===== src/design/tdp_pkg.sv =====
// Package for the trial-division prime test.
// Holds the value width, derived widths, types and small constants.
// No dependencies.
`timescale 1ns / 1ps
`default_nettype none

package tdp_pkg;

  // Width of the tested value (8 .. 32).
  localparam int VALUE_WIDTH = 24;

  // The divisor never exceeds sqrt(2^VALUE_WIDTH) + 2.
  localparam int DIV_W = (VALUE_WIDTH + 1) / 2 + 2;
  // The running square of the divisor.
  localparam int SQ_W  = 2 * DIV_W;
  // Counts the bits of the value shifted through the remainder unit.
  localparam int CNT_W = $clog2(VALUE_WIDTH + 1);

  typedef logic [VALUE_WIDTH-1:0] value_t;
  typedef logic [DIV_W-1:0]       divisor_t;
  typedef logic [SQ_W-1:0]        square_t;
  typedef logic [CNT_W-1:0]       bitcnt_t;

  localparam value_t   SMALLEST_PRIME = value_t'(2);
  localparam divisor_t FIRST_DIV      = divisor_t'(3);
  localparam square_t  FIRST_SQ       = square_t'(3 * 3);
  localparam divisor_t DIV_STEP       = divisor_t'(2);
  localparam square_t  SQ_STEP_CONST  = square_t'(4);

  // Control into the remainder unit.
  typedef struct packed {
    logic start;
  } rem_ctl_t;

  // Status out of the remainder unit.
  typedef struct packed {
    logic done;
    logic zero;
  } rem_sts_t;

endpackage

`default_nettype wire


===== src/design/tdp_rem.sv =====
// Bit-serial remainder unit: restoring division, one dividend bit per cycle.
// Depends on tdp_pkg.
`timescale 1ns / 1ps
`default_nettype none

module tdp_rem (
  input  wire                     clk,
  input  wire                     rst_n,
  input  wire tdp_pkg::rem_ctl_t  ctl,
  input  wire tdp_pkg::value_t    dividend,
  input  wire tdp_pkg::divisor_t  divisor,
  output tdp_pkg::rem_sts_t       sts
);
  import tdp_pkg::*;

  logic               busy_r;
  logic               done_r;
  bitcnt_t            cnt_r;
  value_t             shf_r;
  logic [DIV_W:0]     rem_r;
  logic [DIV_W:0]     rem_sh;
  logic [DIV_W:0]     rem_nxt;

  // Bring in the next dividend bit and subtract the divisor if it fits.
  always_comb begin
    rem_sh = {rem_r[DIV_W-1:0], shf_r[VALUE_WIDTH-1]};
    if (rem_sh >= {1'b0, divisor}) begin
      rem_nxt = rem_sh - {1'b0, divisor};
    end else begin
      rem_nxt = rem_sh;
    end
  end

  always_ff @(posedge clk) begin
    if (!rst_n) begin
      busy_r <= 1'b0;
      done_r <= 1'b0;
      cnt_r  <= '0;
    end else begin
      done_r <= 1'b0;
      if (ctl.start) begin
        busy_r <= 1'b1;
        cnt_r  <= bitcnt_t'(VALUE_WIDTH);
      end else if (busy_r) begin
        cnt_r <= cnt_r - bitcnt_t'(1);
        if (cnt_r == bitcnt_t'(1)) begin
          busy_r <= 1'b0;
          done_r <= 1'b1;
        end
      end
    end
  end

  always_ff @(posedge clk) begin
    if (ctl.start) begin
      shf_r <= dividend;
      rem_r <= '0;
    end else if (busy_r) begin
      shf_r <= {shf_r[VALUE_WIDTH-2:0], 1'b0};
      rem_r <= rem_nxt;
    end
  end

  assign sts.done = done_r;
  assign sts.zero = (rem_r == '0);

endmodule

`default_nettype wire


===== config.mk =====
export PLATFORM = sky130hd
export DESIGN_NAME = tdp_rem
export DESIGN_NICKNAME = d
export VERILOG_FILES = /design/src/design/tdp_pkg.sv /design/src/design/tdp_rem.sv
export SDC_FILE = /design/constraint.sdc
export NUM_CORES = 1
export LEC_CHECK = 0
export BUFFER_PORTS_ARGS = -buffer_cell sky130_fd_sc_hd__buf_4
export CAP_MARGIN = 20
export CORE_MARGIN = 4
export CORE_UTILIZATION = 45
export CTS_BUF_LIST = sky130_fd_sc_hd__clkbuf_16
export CTS_CLUSTER_SIZE = 25
export DETAILED_ROUTE_END_ITERATION = 16
export PLACE_DENSITY_LB_ADDON = 0.1
export SYNTH_ARGS = -nofsm -noshare
export SYNTH_HDL_FRONTEND = slang
export SYNTH_SLANG_ARGS = --single-unit

===== constraint.sdc =====
create_clock -name clk -period 6.55 [get_ports clk]
set_clock_uncertainty 0.15 [all_clocks]
set_input_delay 0.9825 -clock clk [delete_from_list [all_inputs] [get_ports clk]]
set_output_delay 0.9825 -clock clk [all_outputs]
set_load 0.02 [all_outputs]

After elaboration in Yosys (flattened, before gate mapping):

Cells that the tools add are included.

* mux-type cells: 9
* bitwise logic cells: 2
* add/sub/neg operators: 2
* reduce and logical (&&, ||, !) cells: 4
* magnitude comparators: 1
* equality and inequality tests: 1

Operator list (number)
* $mux 24: 2
* $ge 15x14->1: 1
* $logic_not 15->1: 1
* $mux 15: 1
* $sub 15x14->15: 1
* $mux 5: 2
* $eq 5x1->1 const B: 1
* $sub 5x1->5 const B: 1
* $mux 1: 4
* $reduce_or 3->1: 1
* $not 1->1: 2
* $reduce_bool 2->1: 1
* $reduce_or 2->1: 1

* bits of input ports: 41
* register bits: 46
* word-level logic and storage cells: 25

Logic depth before layout (Yosys ltp):

* word-level depth: 4
* mapped depth: 9
* gate-level depth less buffers: 9

Least setup slack after synthesis:

OpenSTA, ideal clock, no wires.

* path kind: input to register
* from: in divisor[13]
* to: reg rem_r[7]
* buffers on the path: 0
* path slack: 3.512 ns
* arrival time: 2.800 ns
* required time: 6.312 ns
* stages: 8
* setup time: 0.088 ns
* cells stage by stage: inv_1 -> ha_1 -> nand3_1 -> or4_1 -> a21oi_2 -> nor3_2 -> or3b_1 -> a311oi_2

* word-level cells in the longest chain between the ends: 2

RTL lines
* from (decl): line tdp_rem.sv:11 `input wire tdp_pkg::divisor_t divisor,`
* $ge 15x14->1: line tdp_rem.sv:27 `if (rem_sh >= {1'b0, divisor}) begin`
* $mux 15: line tdp_rem.sv:27
* to (signal assigned): line tdp_rem.sv:60 `rem_r <= rem_nxt;`
* to (decl): line tdp_rem.sv:20 `logic [DIV_W:0] rem_r;`

No other way between the ends.
A chain may end at the register's enable or synchronous reset.

Worst setup path after layout:

* from: in divisor[1]
* to: reg rem_r[0]

The elaborated chain is that of the path after synthesis.

==> impl_metrics.csv <==
group,metric,value,unit
run_status,status,"finished, final reports clean",
finish,n_fill_cell,558,
route,vias,2182,
floorplan,dieArea,0.00743,mm²
worst_setup_path,crit_slowest_cell,"nor3_2",
timing,worstMarginPinSlew,0.941,ns
synth,yosysTopAreaCell,"edfxtp_1",
route,dr.pass1.iters,4,
clocking,cts_tree,"built",
synth,synth.avg_cell_area,9.90,µm²
power_and_ir_drop,sw_frac_of_total,25.9,%
floorplan,io_pins,43,
worst_setup_path,reg2reg_depth,7,
synth,synthArstFlopShare,0,%
synth,yosysSeqAreaShare,42.2,%
synth,ys_warn_count,0,
clocking,post_cts_resized,0,
route,post_drt_via_cell_ratio,5.55,
synth,yosys.cell_types.count,49,
hold_path,min_path_cells,2,
finish,diodes,0,
clocking,clockRootBuffer,"clkbuf_16",
clocking,clkLatencyLatePin,0.28,ns
worst_setup_path,path_buf_inv,2,
timing,setup_tns,0,ns
synth,syn_inst,278,
power_and_ir_drop,comb_power_share,19.8,%
placement,dp_hpwl,4370,µm
worst_setup_path,startpoint,"divisor[1]",
worst_setup_path,cp_slowest_stage_delay,0.67,ns
power_and_ir_drop,p_leak,1.39,nW
synth,syn_area,0.00275,mm²
finish,final-instance-count-excl-fill,393,
timing,fin_crit,3.39,ns
floorplan,rows,28,
worst_setup_path,r2r_start,"rem_r[11]",
global_routing,antenna_found_initial,0,
route,drt-initial-drc-count,75,
global_routing,overflow,0,
worst_setup_path,end_kind,"register",
global_routing,grt_max_degree,36,
timing,maxSlewHeadroom,37.2,%
worst_setup_path,worstPathArrival,3.44,ns
timing,rsz0062_at_grt,"false",
worst_setup_path,rrSetupSlack,3.62,ns
worst_setup_path,crit_type,"primary input to register",
timing,finalHoldViolCount,0,
global_routing,track_usage,16.6,%
clocking,cts_max_path_buffers,2,
synth,synth_ff_type,"edfxtp_1",
timing,slew_viol_final,0,
power_and_ir_drop,seqPwrFrac,44.2,%
synth,synth_top_area_share,26.2,%
synth,yosys-top-cells-area,"edfxtp_1, dfxtp_1, mux2_2",
worst_setup_path,cp.required,6.60,ns
power_and_ir_drop,p_sw,0.000206,W
placement,preCtsSetupSlack,2.90,ns
floorplan,die_h,86.2,µm
flow_run,drv_cap,0,
hold_path,hold_class,"register to register",
clocking,postCtsHoldBufs,0,
finish,drive_gt1_share,25.5,%
route,routed_wl,6010,µm
worst_setup_path,startpoint_type,"primary input",
finish,syn_to_final_growth,19.4,%
placement,port_buffers,42,
worst_setup_path,cp_cell_sequence,"buf_4, inv_1, ha_1, nor2b_1, o21ai_0, a21oi_2, nor3_2, mux2_2, a211oi_1",
hold_path,min-delay-start,"cnt_r[1]",
worst_setup_path,crit_fanout,14,
worst_setup_path,critPathCapture,"rem_r[0]",
synth,syn-num-nets,336,
clocking,h-tree-depth,2,
clocking,cts_buffers,5,
synth,synthTopCellsByCount,"edfxtp_1, mux2_2, inv_1, dfxtp_1, nand2_1",
route,avgRoutedWirePerCell,15.3,µm
clocking,post_cts.repair.setup_buffers,0,
placement,gp_congestion,0.939,
worst_setup_path,r2r-end,"rem_r[0]",
floorplan,die_w,86.2,µm
power_and_ir_drop,internal-power,0.000588,W
clocking,clkTransAtPathRegs,0.07,ns
timing,final.setup.worst_slack,3.16,ns
worst_setup_path,crit_family,"simple AND/OR/NAND/NOR gates",
placement,place_inst,385,
floorplan,fp.coreArea,0.00592,mm²
power_and_ir_drop,peakVddDrop,0.136,mV
global_routing,grt_pass1_vias,2017,
finish,fin_nets,375,
synth,synth-seq-cells,46,
timing,timing.fmax,295,MHz
timing,min_period_over_period,51.7,%
route,drt.antenna.violating_nets,0,
clocking,clock_sinks,46,
global_routing,grt_pass1_wl,9750,µm
worst_setup_path,crit_cells,9,
power_and_ir_drop,p_clk_share,36.0,%
synth,synth-edff-count,24,
power_and_ir_drop,p_per_area,241,mW/mm²
floorplan,start_util,46.5,%
route,drc,0,
timing,finalSetupViolations,0,
## power groups by stage
stage | clock network (W) | registers (W) | logic [W]
final | 0.000285 | 0.000351 | 0.000157
after global routing | 0.000301 | 0.000354 | 0.000176
after CTS | 0.000290 | 0.000351 | 0.000158
after detailed placement | 0 | 0.000357 | 0.000156
after global placement | 0 | 0.000356 | 0.000155
after floorplan | 0 | 0.000348 | 0.000116
## kinds of logic after synthesis
logic type               synth area share (%)
adder cells (fa/ha/maj)                  8.00
AND/OR/NAND/NOR                          14.4
AO/OA/AOI/OAI                            16.7
multiplexers                             10.2
flip-flops                               42.2
XOR/XNOR                                 3.82
buffers and inverters                    4.68
## per-layer routing
layer	wire length [µm]	global-route usage (%)	vias up
met5	0	0	-
met1	2860	23.2	1023
met4	55	3.82	0
met3	346	3.52	6
met2	2740	26.3	60
li1	-	-	1093
## layout make-up
type	instances	area, µm²	area share [%]
Tap cell	75	93.8	2.86
Inverter	23	86.3	2.63
Timing Repair Buffer	42	315	9.60
Sequential cell	46	1160	35.3
Clock buffer	5	125	3.81
Multi-Input combinational cell	199	1460	44.5
Clock inverter	3	41.3	1.26
## flip-flops by register name, summed over array words and instances (netlist names)
name    count
busy_r      1
done_r      1
rem_r      15
cnt_r       5
shf_r      24
## metrics by stage
| step | hold slack [ns] | instance area, µm² | power, W | utilization (%) |
|---|---|---|---|---|
| floorplan | 0.318 | 2750 | 0.000464 | - |
| global route | 0.378 | 3290 | 0.000831 | 55.5 |
| detailed placement | 0.341 | 3120 | 0.000513 | 52.7 |
| finish | 0.356 | 3290 | 0.000793 | 55.5 |
| global placement | 0.332 | 3120 | 0.000512 | 52.7 |
| CTS | 0.351 | 3290 | 0.000798 | 55.5 |
## tightest hold or removal path, stage by stage (launching register included)
cell      delay (ns)
dfxtp_1         0.32
nor2_1          0.09
a211oi_1        0.05
## worst min path at each step
stage                     to  slack [ns]
floorplan           cnt_r[1]        0.32
global placement    cnt_r[1]        0.33
detailed placement  cnt_r[1]        0.34
CTS                 cnt_r[1]        0.35
global route        cnt_r[1]        0.38
finish              cnt_r[1]        0.36
## cell usage in the layout (no fill, tap or decap), types with 2 or more instances in the layout
cell / Yosys / final
a31oi_1: 2 / 2
and2_1: 3 / 3
nor2b_1: 3 / 3
a21oi_1: 10 / 10
a21boi_0: 3 / 3
edfxtp_1: 24 / 24
o21a_1: 3 / 3
buf_4: 1 / 42
and3_1: 7 / 7
or2_2: 3 / 3
nor4_1: 4 / 4
dfxtp_1: 22 / 22
nor3_1: 6 / 6
a311oi_1: 6 / 6
xor2_1: 4 / 4
mux2_2: 24 / 24
inv_1: 23 / 24
nor2_1: 20 / 20
o21ai_0: 12 / 12
a21o_1: 5 / 5
nand2_1: 22 / 22
clkbuf_16: 0 / 5
a211oi_1: 6 / 6
nand3_1: 4 / 4
a32oi_1: 5 / 5
ha_1: 16 / 16
xnor2_1: 8 / 8
o21bai_1: 3 / 3
o31a_1: 2 / 2
(Power assumes the default switching activity.)
